**src/rtl/rsp_pkg.sv**
```systemverilog
// Shared types, constants and GF(256) helpers for the Reed-Solomon parity encoder.
package rsp_pkg;

    localparam int          MAX_PARITY_DEF   = 32;
    localparam int          CFG_W            = 6;
    localparam logic [5:0]  PARITY_COUNT_RST = 6'd10;
    localparam logic [8:0]  GF_POLY          = 9'h11d;
    localparam int          PADDR_W          = 3;
    localparam logic [2:0]  ADDR_PARITY_COUNT = 3'd0;

    typedef struct packed {
        logic [7:0] data_byte;
        logic       last_byte;
    } t_in_item;

    typedef struct packed {
        logic [7:0] parity_byte;
        logic       last_parity;
    } t_out_item;

    // Control shared by every cell of the chain.
    typedef struct packed {
        logic clear;     // zero the parity byte
        logic step;      // fold a message byte into the parity
        logic load;      // copy the updated parity into the output chain
        logic gen_init;  // seed the generator product with 1
        logic gen_step;  // multiply the generator product by (x + root)
        logic shift;     // move the output chain one place toward the head
    } t_cell_ctl;

    typedef enum logic [2:0] {
        S_INIT  = 3'b001,
        S_BUILD = 3'b010,
        S_RUN   = 3'b100
    } t_state;

    // Multiply by alpha = 2 in GF(256).
    function automatic logic [7:0] gf_xtime(input logic [7:0] a);
        logic [8:0] s;
        s = {a, 1'b0};
        if (s[8]) begin
            s = s ^ GF_POLY;
        end
        return s[7:0];
    endfunction

    // Shift-and-add GF(256) multiply, eight narrow steps.
    function automatic logic [7:0] gf_mul(input logic [7:0] a, input logic [7:0] b);
        logic [7:0] x;
        logic [7:0] acc;
        x   = a;
        acc = 8'd0;
        for (int k = 0; k < 8; k++) begin
            if (b[k]) begin
                acc = acc ^ x;
            end
            x = gf_xtime(x);
        end
        return acc;
    endfunction

endpackage

```
**src/rtl/rsp_cell.sv**
```systemverilog
// One cell of the encoder chain: a parity byte, a generator coefficient and an output byte.
module rsp_cell (
    input  logic               i_clk,
    input  rsp_pkg::t_cell_ctl i_ctl,
    input  logic [7:0]         i_fb,
    input  logic [7:0]         i_root,
    input  logic               i_seed,
    input  logic [7:0]         i_nb_par,
    input  logic [7:0]         i_nb_gen,
    input  logic [7:0]         i_nb_out,
    output logic [7:0]         o_par,
    output logic [7:0]         o_gen,
    output logic [7:0]         o_out
);

    logic [7:0] r_par, n_par;
    logic [7:0] r_gen, n_gen;
    logic [7:0] r_out, n_out;
    logic [7:0] w_mul_a;
    logic [7:0] w_prod;
    logic [7:0] w_upd;

    // The multiplier serves the generator build and the message fold, never both at once.
    assign w_mul_a = i_ctl.gen_step ? i_root : i_fb;
    assign w_prod  = rsp_pkg::gf_mul(w_mul_a, r_gen);
    assign w_upd   = i_nb_par ^ w_prod;

    always_comb begin
        n_par = r_par;
        if (i_ctl.clear || i_ctl.load) begin
            n_par = 8'd0;
        end else if (i_ctl.step) begin
            n_par = w_upd;
        end
    end

    always_comb begin
        n_gen = r_gen;
        if (i_ctl.gen_init) begin
            n_gen = {7'd0, i_seed};
        end else if (i_ctl.gen_step) begin
            n_gen = w_prod ^ i_nb_gen;
        end
    end

    always_comb begin
        n_out = r_out;
        if (i_ctl.load) begin
            n_out = w_upd;
        end else if (i_ctl.shift) begin
            n_out = i_nb_out;
        end
    end

    always_ff @(posedge i_clk) begin
        r_par <= n_par;
        r_gen <= n_gen;
        r_out <= n_out;
    end

    assign o_par = r_par;
    assign o_gen = r_gen;
    assign o_out = r_out;

endmodule

```
**src/rtl/reed_solomon_parity_encoder_core.sv**
```systemverilog
// Top level of the GF(256) Reed-Solomon parity encoder: control, register port and cell chain.
//
//  channel   direction  handshake                 payload
//  input     in         i_in_valid / o_in_ready    i_in_data  (data_byte, last_byte)
//  output    out        o_out_valid / i_out_ready  o_out_data (parity_byte, last_parity)
//  config    in         psel, penable, pwrite      paddr, pwdata, prdata, pready
//
// One message byte is taken per cycle while o_in_ready is high; all cells update their parity byte in parallel.
// A last byte copies the parity into an output chain that drains one byte per cycle while i_out_ready is high,
// so the next message streams in while the previous parity is still leaving.
// Reset and each parity_count write rebuild the generator without input transactions: an init
// state, then a build state that adds one (x + alpha^i) factor per cycle, one per parity byte.
// A last byte waits while the output chain still holds bytes of the previous message.
module reed_solomon_parity_encoder_core #(
    parameter int MAX_PARITY = rsp_pkg::MAX_PARITY_DEF
) (
    input  logic                         i_clk,
    input  logic                         i_rst_n,
    input  logic                         i_in_valid,
    output logic                         o_in_ready,
    input  rsp_pkg::t_in_item            i_in_data,
    output logic                         o_out_valid,
    input  logic                         i_out_ready,
    output rsp_pkg::t_out_item           o_out_data,
    input  logic                         psel,
    input  logic                         penable,
    input  logic                         pwrite,
    input  logic [rsp_pkg::PADDR_W-1:0]  paddr,
    input  logic [31:0]                  pwdata,
    output logic [31:0]                  prdata,
    output logic                         pready
);

    localparam int CNT_W = $clog2(MAX_PARITY + 1);

    function automatic logic [CNT_W-1:0] eff_count(input logic [rsp_pkg::CFG_W-1:0] v);
        logic [CNT_W-1:0] n;
        if (v == '0) begin
            n = CNT_W'(1);
        end else if (int'(v) > MAX_PARITY) begin
            n = CNT_W'(MAX_PARITY);
        end else begin
            n = CNT_W'(v);
        end
        return n;
    endfunction

    rsp_pkg::t_state             r_state, n_state;
    logic [rsp_pkg::CFG_W-1:0]   r_cfg;
    logic [CNT_W-1:0]            r_count;
    logic [CNT_W-1:0]            r_bcnt, n_bcnt;
    logic [CNT_W-1:0]            r_rem, n_rem;
    logic [7:0]                  r_root, n_root;

    logic                        w_cfg_wr;
    logic                        w_in_acc;
    logic                        w_out_acc;
    logic                        w_out_free;
    logic [7:0]                  w_fb;
    rsp_pkg::t_cell_ctl          w_ctl;

    logic [7:0] w_par [MAX_PARITY+1];
    logic [7:0] w_gen [MAX_PARITY+1];
    logic [7:0] w_out [MAX_PARITY+1];

    // Register port.
    assign pready   = 1'b1;
    assign w_cfg_wr = psel && penable && pwrite && pready
                      && (paddr == rsp_pkg::ADDR_PARITY_COUNT);
    assign prdata   = (paddr == rsp_pkg::ADDR_PARITY_COUNT)
                      ? {{(32 - rsp_pkg::CFG_W){1'b0}}, r_cfg} : 32'd0;

    always_ff @(posedge i_clk) begin
        if (!i_rst_n) begin
            r_cfg   <= rsp_pkg::PARITY_COUNT_RST;
            r_count <= eff_count(rsp_pkg::PARITY_COUNT_RST);
        end else if (w_cfg_wr) begin
            r_cfg   <= pwdata[rsp_pkg::CFG_W-1:0];
            r_count <= eff_count(pwdata[rsp_pkg::CFG_W-1:0]);
        end
    end

    // Generator build sequencer.
    always_comb begin
        n_state = r_state;
        n_bcnt  = r_bcnt;
        n_root  = r_root;
        unique case (r_state)
            rsp_pkg::S_INIT: begin
                n_state = rsp_pkg::S_BUILD;
                n_bcnt  = '0;
                n_root  = 8'd1;
            end
            rsp_pkg::S_BUILD: begin
                n_bcnt = r_bcnt + CNT_W'(1);
                n_root = rsp_pkg::gf_xtime(r_root);
                if (r_bcnt == r_count - CNT_W'(1)) begin
                    n_state = rsp_pkg::S_RUN;
                end
            end
            rsp_pkg::S_RUN: begin
                n_state = rsp_pkg::S_RUN;
            end
            default: begin
                n_state = rsp_pkg::S_INIT;
            end
        endcase
        if (w_cfg_wr) begin
            n_state = rsp_pkg::S_INIT;
        end
    end

    always_ff @(posedge i_clk) begin
        if (!i_rst_n) begin
            r_state <= rsp_pkg::S_INIT;
            r_bcnt  <= '0;
            r_root  <= 8'd1;
        end else begin
            r_state <= n_state;
            r_bcnt  <= n_bcnt;
            r_root  <= n_root;
        end
    end

    // Handshakes. A last byte needs the output chain empty, or emptying this cycle.
    assign w_out_acc  = o_out_valid && i_out_ready;
    assign w_out_free = (r_rem == '0) || ((r_rem == CNT_W'(1)) && w_out_acc);
    assign o_in_ready = (r_state == rsp_pkg::S_RUN) && !w_cfg_wr
                        && (!i_in_data.last_byte || w_out_free);
    assign w_in_acc   = i_in_valid && o_in_ready;

    assign w_fb = i_in_data.data_byte ^ w_par[0];

    always_comb begin
        w_ctl          = '0;
        w_ctl.clear    = (r_state == rsp_pkg::S_INIT) || w_cfg_wr;
        w_ctl.step     = w_in_acc;
        w_ctl.load     = w_in_acc && i_in_data.last_byte;
        w_ctl.gen_init = (r_state == rsp_pkg::S_INIT);
        w_ctl.gen_step = (r_state == rsp_pkg::S_BUILD);
        w_ctl.shift    = w_out_acc;
    end

    always_comb begin
        n_rem = r_rem;
        if (w_ctl.load) begin
            n_rem = r_count;
        end else if (w_out_acc) begin
            n_rem = r_rem - CNT_W'(1);
        end
    end

    always_ff @(posedge i_clk) begin
        if (!i_rst_n) begin
            r_rem <= '0;
        end else begin
            r_rem <= n_rem;
        end
    end

    assign o_out_valid            = (r_rem != '0);
    assign o_out_data.parity_byte = w_out[0];
    assign o_out_data.last_parity = (r_rem == CNT_W'(1));

    // Cell chain; the place past the end feeds zeros.
    assign w_par[MAX_PARITY] = 8'd0;
    assign w_gen[MAX_PARITY] = 8'd0;
    assign w_out[MAX_PARITY] = 8'd0;

    for (genvar j = 0; j < MAX_PARITY; j++) begin : g_cell
        rsp_cell u_cell (
            .i_clk    (i_clk),
            .i_ctl    (w_ctl),
            .i_fb     (w_fb),
            .i_root   (r_root),
            .i_seed   (CNT_W'(j) == (r_count - CNT_W'(1))),
            .i_nb_par (w_par[j+1]),
            .i_nb_gen (w_gen[j+1]),
            .i_nb_out (w_out[j+1]),
            .o_par    (w_par[j]),
            .o_gen    (w_gen[j]),
            .o_out    (w_out[j])
        );
    end

    // A last byte queues exactly the effective parity count of bytes (configured value clamped to 1..MAX_PARITY).
    a_load_count: assert property (@(posedge i_clk) disable iff (!i_rst_n)
        (w_in_acc && i_in_data.last_byte && !w_cfg_wr) |=> (r_rem == r_count))
        else $error("parity output count does not match parity count");

    // Message bytes are only taken once the generator is complete.
    a_ready_run: assert property (@(posedge i_clk) disable iff (!i_rst_n)
        o_in_ready |-> (r_state == rsp_pkg::S_RUN))
        else $error("input taken during generator build");

    // Each delivered parity byte reduces the remaining count by one.
    a_drain: assert property (@(posedge i_clk) disable iff (!i_rst_n)
        (w_out_acc && !w_ctl.load) |=> (r_rem == $past(r_rem) - CNT_W'(1)))
        else $error("output count did not advance");

    // The build sequence moves to S_RUN after its last step (r_bcnt equal to the parity count minus one).
    a_build_len: assert property (@(posedge i_clk) disable iff (!i_rst_n)
        ((r_state == rsp_pkg::S_BUILD) && !w_cfg_wr && (r_bcnt == r_count - CNT_W'(1)))
        |=> (r_state == rsp_pkg::S_RUN))
        else $error("generator build did not finish on time");

endmodule
```
**config.mk**
```make
export PLATFORM = sky130hd
export DESIGN_NAME = reed_solomon_parity_encoder_core
export DESIGN_NICKNAME = d
export VERILOG_FILES = /design/src/rtl/rsp_pkg.sv /design/src/rtl/rsp_cell.sv /design/src/rtl/reed_solomon_parity_encoder_core.sv
export SDC_FILE = /design/constraint.sdc
export NUM_CORES = 2
export LEC_CHECK = 0
export BUFFER_PORTS_ARGS = -buffer_cell sky130_fd_sc_hd__buf_2
export CAP_MARGIN = 20
export CORE_ASPECT_RATIO = 1.75
export CORE_UTILIZATION = 30
export DETAILED_ROUTE_END_ITERATION = 8
export GPL_ROUTABILITY_DRIVEN = 0
export PLACE_DENSITY_LB_ADDON = 0.2
export SYNTH_ARGS = -nofsm -noshare
export SYNTH_HDL_FRONTEND = slang
export SYNTH_SLANG_ARGS = --single-unit
```
**constraint.sdc**
```tcl
create_clock -name i_clk -period 7.6 [get_ports i_clk]
set_input_delay 0.38 -clock i_clk [delete_from_list [all_inputs] [get_ports i_clk]]
set_output_delay 0.38 -clock i_clk [all_outputs]
set_load 0.005 [all_outputs]
```
==> flow_summary.html <==
<table>
<tr><th>Metric</th><th>Value</th></tr>
<tr><th colspan="2">CTS</th></tr>
<tr><td>Root Buffer Master</td><td>clkbuf_16</td></tr>
<tr><td>CTS clk-pin slew, worst paths</td><td>0.07 ns</td></tr>
<tr><td>CTS sink cnt</td><td>803</td></tr>
<tr><td>Later-pin clock latency in the skew report</td><td>0.73 ns</td></tr>
<tr><td>Number of clock buffers inserted by TritonCTS</td><td>85</td></tr>
<tr><td>Number of H-tree levels</td><td>3</td></tr>
<tr><td>Clock tree from TritonCTS</td><td>yes</td></tr>
<tr><td>Maximum clock path buffer count</td><td>3</td></tr>
<tr><th colspan="2">Die</th></tr>
<tr><td>Die Width</td><td>355 um</td></tr>
<tr><td>Die outline height</td><td>620 um</td></tr>
<tr><td>Initial core utilization</td><td>30.2%</td></tr>
<tr><td>Rows</td><td>226</td></tr>
<tr><td>Total I/O pin count</td><td>95</td></tr>
<tr><td>Die ar.</td><td>220000 sq um</td></tr>
<tr><td>Core box area</td><td>217000 sq um</td></tr>
<tr><th colspan="2">Synth</th></tr>
<tr><td>Mapped cell area</td><td>65400 sq um</td></tr>
<tr><td>Top-area cell type share of the netlist area</td><td>15.8%</td></tr>
<tr><td>Synthesized netlist cell count</td><td>7179</td></tr>
<tr><td>Cell taking the most area after synthesis</td><td>dfxtp_1</td></tr>
<tr><td>Leading register cell type out of synthesis</td><td>dfxtp_1</td></tr>
<tr><td>Flip-flop and latch count after synthesis</td><td>803</td></tr>
<tr><td>Number of different library cells in the post-synthesis netlist</td><td>67</td></tr>
<tr><td>Number of enable-type register cells in the synthesized netlist</td><td>288</td></tr>
<tr><td>Top-count cell post-synth</td><td>nand2_1</td></tr>
<tr><td>Average footprint of a synthesized cell</td><td>9.11 sq um</td></tr>
<tr><td>Top cells by area in the synthesized netlist</td><td>dfxtp_1 (16%), xnor3_1 (15%), edfxtp_1 (13%)</td></tr>
<tr><td>Async set-reset flop share out of synthesis</td><td>0%</td></tr>
<tr><td>Part of the Yosys area used for sequential elements</td><td>29.0%</td></tr>
<tr><td>Ranking of synthesized cells by instance count</td><td>nand2_1 (1604), xnor2_1 (927), clkbuf_1 (515), dfxtp_1 (515), xor2_1 (469)</td></tr>
<tr><td>Yosys warnings</td><td>0</td></tr>
<tr><th colspan="2">Critical path</th></tr>
<tr><td>Cell-by-cell trace of the critical path</td><td>xor2_4 &gt; buf_4 &gt; xnor2_2 &gt; buf_4 &gt; xnor2_1 &gt; buf_4 &gt; a21oi_2 &gt; buf_4 &gt; nand2_1 &gt; xnor2_1 &gt; xnor3_1 &gt; o21ai_0</td></tr>
<tr><td>Max incr delay on CP</td><td>0.67 ns</td></tr>
<tr><td>WP data arrival</td><td>5.58 ns</td></tr>
<tr><td>Largest fanout of any net on the critical path</td><td>12</td></tr>
<tr><td>Worst setup path class</td><td>register to register</td></tr>
<tr><td>Element type at the critical path start</td><td>register</td></tr>
<tr><td>Worst-path cell with the longest stage delay</td><td>xor2_4</td></tr>
<tr><td>Worst path required time</td><td>8.07 ns</td></tr>
<tr><td>Most common cell type on the critical path</td><td>buf_4</td></tr>
<tr><td>Worst Setup End Kind</td><td>register</td></tr>
<tr><th colspan="2">Power</th></tr>
<tr><td>Net load switching power</td><td>0.0131 W</td></tr>
<tr><td>P per Cell Area</td><td>397 nW/um^2</td></tr>
<tr><td>Comb pwr share</td><td>58.0%</td></tr>
<tr><td>Total power</td><td>0.0283 W</td></tr>
<tr><td>Share of total power in the clock network</td><td>16.2%</td></tr>
<tr><td>Sequential share of power</td><td>25.8%</td></tr>
<tr><td>Int Power</td><td>0.0152 W</td></tr>
<tr><td>Switching part of the total</td><td>46.3%</td></tr>
<tr><td>Largest voltage drop on the vdd net</td><td>0.212 mV</td></tr>
<tr><td>Leakage power total</td><td>26.5 nW</td></tr>
<tr><th colspan="2">Detailed routing</th></tr>
<tr><td>Residual antenna-violating net count after detailed routing</td><td>0</td></tr>
<tr><td>Total Wirelength</td><td>308000 um</td></tr>
<tr><td>Remaining routing DRC violations</td><td>0</td></tr>
<tr><td>Number of iterations in the first detailed-routing pass</td><td>8</td></tr>
<tr><td>Violation count after the first detailed-routing iteration</td><td>5572</td></tr>
<tr><td>Routed WL per cell</td><td>31.8 um</td></tr>
<tr><td>Vias after detailed routing</td><td>54900</td></tr>
<tr><td>Via/cell ratio</td><td>5.68</td></tr>
<tr><th colspan="2">GRT</th></tr>
<tr><td>Final global-route overflow total</td><td>0</td></tr>
<tr><td>Pin count of the biggest net entering global routing</td><td>148</td></tr>
<tr><td>Wire length of the first global-routing pass</td><td>428000 um</td></tr>
<tr><td>Combined global-route utilization of all metal layers</td><td>27.3%</td></tr>
<tr><td>Initial antenna violation count</td><td>13</td></tr>
<tr><td>Number of global-route vias before repair</td><td>54600</td></tr>
<tr><th colspan="2">Status</th></tr>
<tr><td>Status</td><td>complete, no violations</td></tr>
<tr><th colspan="2">STA</th></tr>
<tr><td>Worst slew pin tran</td><td>1.22 ns</td></tr>
<tr><td>Total negative slack</td><td>0 ns</td></tr>
<tr><td>Final hold viol count</td><td>0</td></tr>
<tr><td>Number of setup violations in the final report</td><td>0</td></tr>
<tr><td>Max Freq</td><td>196 MHz</td></tr>
<tr><td>Slew margin rel.</td><td>18.9%</td></tr>
<tr><td>Number of pins exceeding their max-slew limit in the final report</td><td>0</td></tr>
<tr><td>Setup repair after global routing missed its margin</td><td>no</td></tr>
<tr><td>Share of the cycle needed by the critical path after routing</td><td>67.3%</td></tr>
<tr><td>Min Tclk post-route</td><td>5.11 ns</td></tr>
<tr><td>Clk_skew</td><td>0.0363 ns</td></tr>
<tr><th colspan="2">Placement</th></tr>
<tr><td>Placed cells</td><td>9497</td></tr>
<tr><td>Count of buffers inserted at the top-level ports</td><td>41</td></tr>
<tr><td>Instance area at placement</td><td>68200 sq um</td></tr>
<tr><td>Post-detailed-placement half-perimeter wirelength</td><td>194000 um</td></tr>
<tr><th colspan="2">Finish</th></tr>
<tr><td>Final nets</td><td>6799</td></tr>
<tr><td>Ratio of cells with drive above 1 in the final layout</td><td>7.94%</td></tr>
<tr><td>Final design area excluding fillers</td><td>71200 sq um</td></tr>
<tr><td>Layout Area Growth over Synthesis</td><td>8.83%</td></tr>
<tr><td>Final Non-Filler Cells</td><td>9666</td></tr>
<tr><th colspan="2">Flow run</th></tr>
<tr><td>Number of max-cap violations</td><td>0</td></tr>
<tr><th colspan="2">Worst hold path</th></tr>
<tr><td>Worst hold path class</td><td>input port to register</td></tr>
</table>
==> cell type report <==
type	instances	area (sq um)
clock inverters	43	490
diodes	3	7.51
flip-flops and latches	803	19000
inverters	155	587
repair buffers	204	1790
fillers	22500	145000
clock buffers	117	2410
well taps	2850	3570
multi-input cells	5491	43300
==> flip-flops by register name, summed over array words and instances (netlist names) <==
register,count
g_cell.u_cell.o_par,256
r_cfg,6
g_cell.u_cell.o_out,256
r_state,3
r_rem,6
r_root,8
r_bcnt,6
r_count,6
g_cell.u_cell.o_gen,256
==> critical path, delay by kind of cell, from the launching register on <==
family          cells  cell delay, ns
xor+xnor            5            1.74
simple gates        1            0.09
compound gates      2            1.01
buf+inv             4            1.35
flops               1            0.63
==> timing repair <==
action                    in CTS  in global routing
resized for setup              0                  0
buffers inserted               0                  0
hold buffers                   6                  0
hold endpoints to repair      12                  0
==> logic make-up after synthesis <==
logic type / share of synthesized area (%)
AND/OR/NAND/NOR: 11.1
adder cells (fa/ha/maj): 0.153
XOR/XNOR: 35.2
other: 0.0115
AO/OA/AOI/OAI: 16.1
buffers and inverters: 5.79
flip-flops: 29.0
multiplexers: 2.72
==> cell usage in the layout, fill, tap and decap left out, drive strengths merged, types with 27 or more instances in the layout <==
master | netlist | routed
nand2 | 1604 | 1604
xnor2 | 935 | 935
dfxtp | 515 | 515
o21ai | 480 | 480
xor2 | 472 | 472
xnor3 | 425 | 425
o211ai | 424 | 424
edfxtp | 288 | 288
a211oi | 224 | 224
buf | 240 | 198
o22ai | 179 | 179
nor2 | 164 | 164
inv | 154 | 160
a22o | 134 | 134
clkbuf | 515 | 117
mux2 | 108 | 108
xor3 | 41 | 41
a21oi | 35 | 35
and2 | 32 | 32
mux2i | 30 | 30
clkinv | 1 | 28
conb | 2 | 27
==> metrics by stage <==
stage | setup WS [ns] | hold WS [ns] | utilization (%)
5_1_grt | 2.52 | 0.179 | 32.8
4_1_cts | 2.61 | 0.121 | 32.8
3_3_place_gp | 2.60 | 0.443 | 31.5
3_5_place_dp | 2.65 | 0.445 | 31.5
2_1_floorplan | 2.25 | 0.427 | -
6_report | 2.49 | 0.143 | 32.8
==> worst paths after layout <==
path / to / cells after the start / slack [ns] / startpoint
worst max register to register: g_cell[1].u_cell.o_out[3] / 12 / 2.49 / g_cell[0].u_cell.o_par[7]
worst min register to register: g_cell[22].u_cell.o_par[3] / 2 / 0.45 / g_cell[22].u_cell.o_par[3]
worst max-delay path: g_cell[1].u_cell.o_out[3] / 12 / 2.49 / g_cell[0].u_cell.o_par[7]
worst min-delay path: r_rem[2] / 5 / 0.14 / i_out_ready
==> power by group through the flow <==
stage	logic (W)	registers [W]	clock network, W
finish	0.0164	0.00728	0.00459
floorplan	0.0122	0.00615	0
CTS	0.0163	0.00724	0.00466
detailed placement	0.0162	0.00733	0
global placement	0.0161	0.00732	0
global route	0.0172	0.00734	0.00478
==> per-layer routing <==
metal / track usage (%) / wire length (um)
met5: 0 / 168
met4: 24.1 / 31500
met3: 4.36 / 21000
met2: 46.7 / 149000
met1: 29.1 / 106000
No activity file was read; power rests on OpenSTA's default activity.
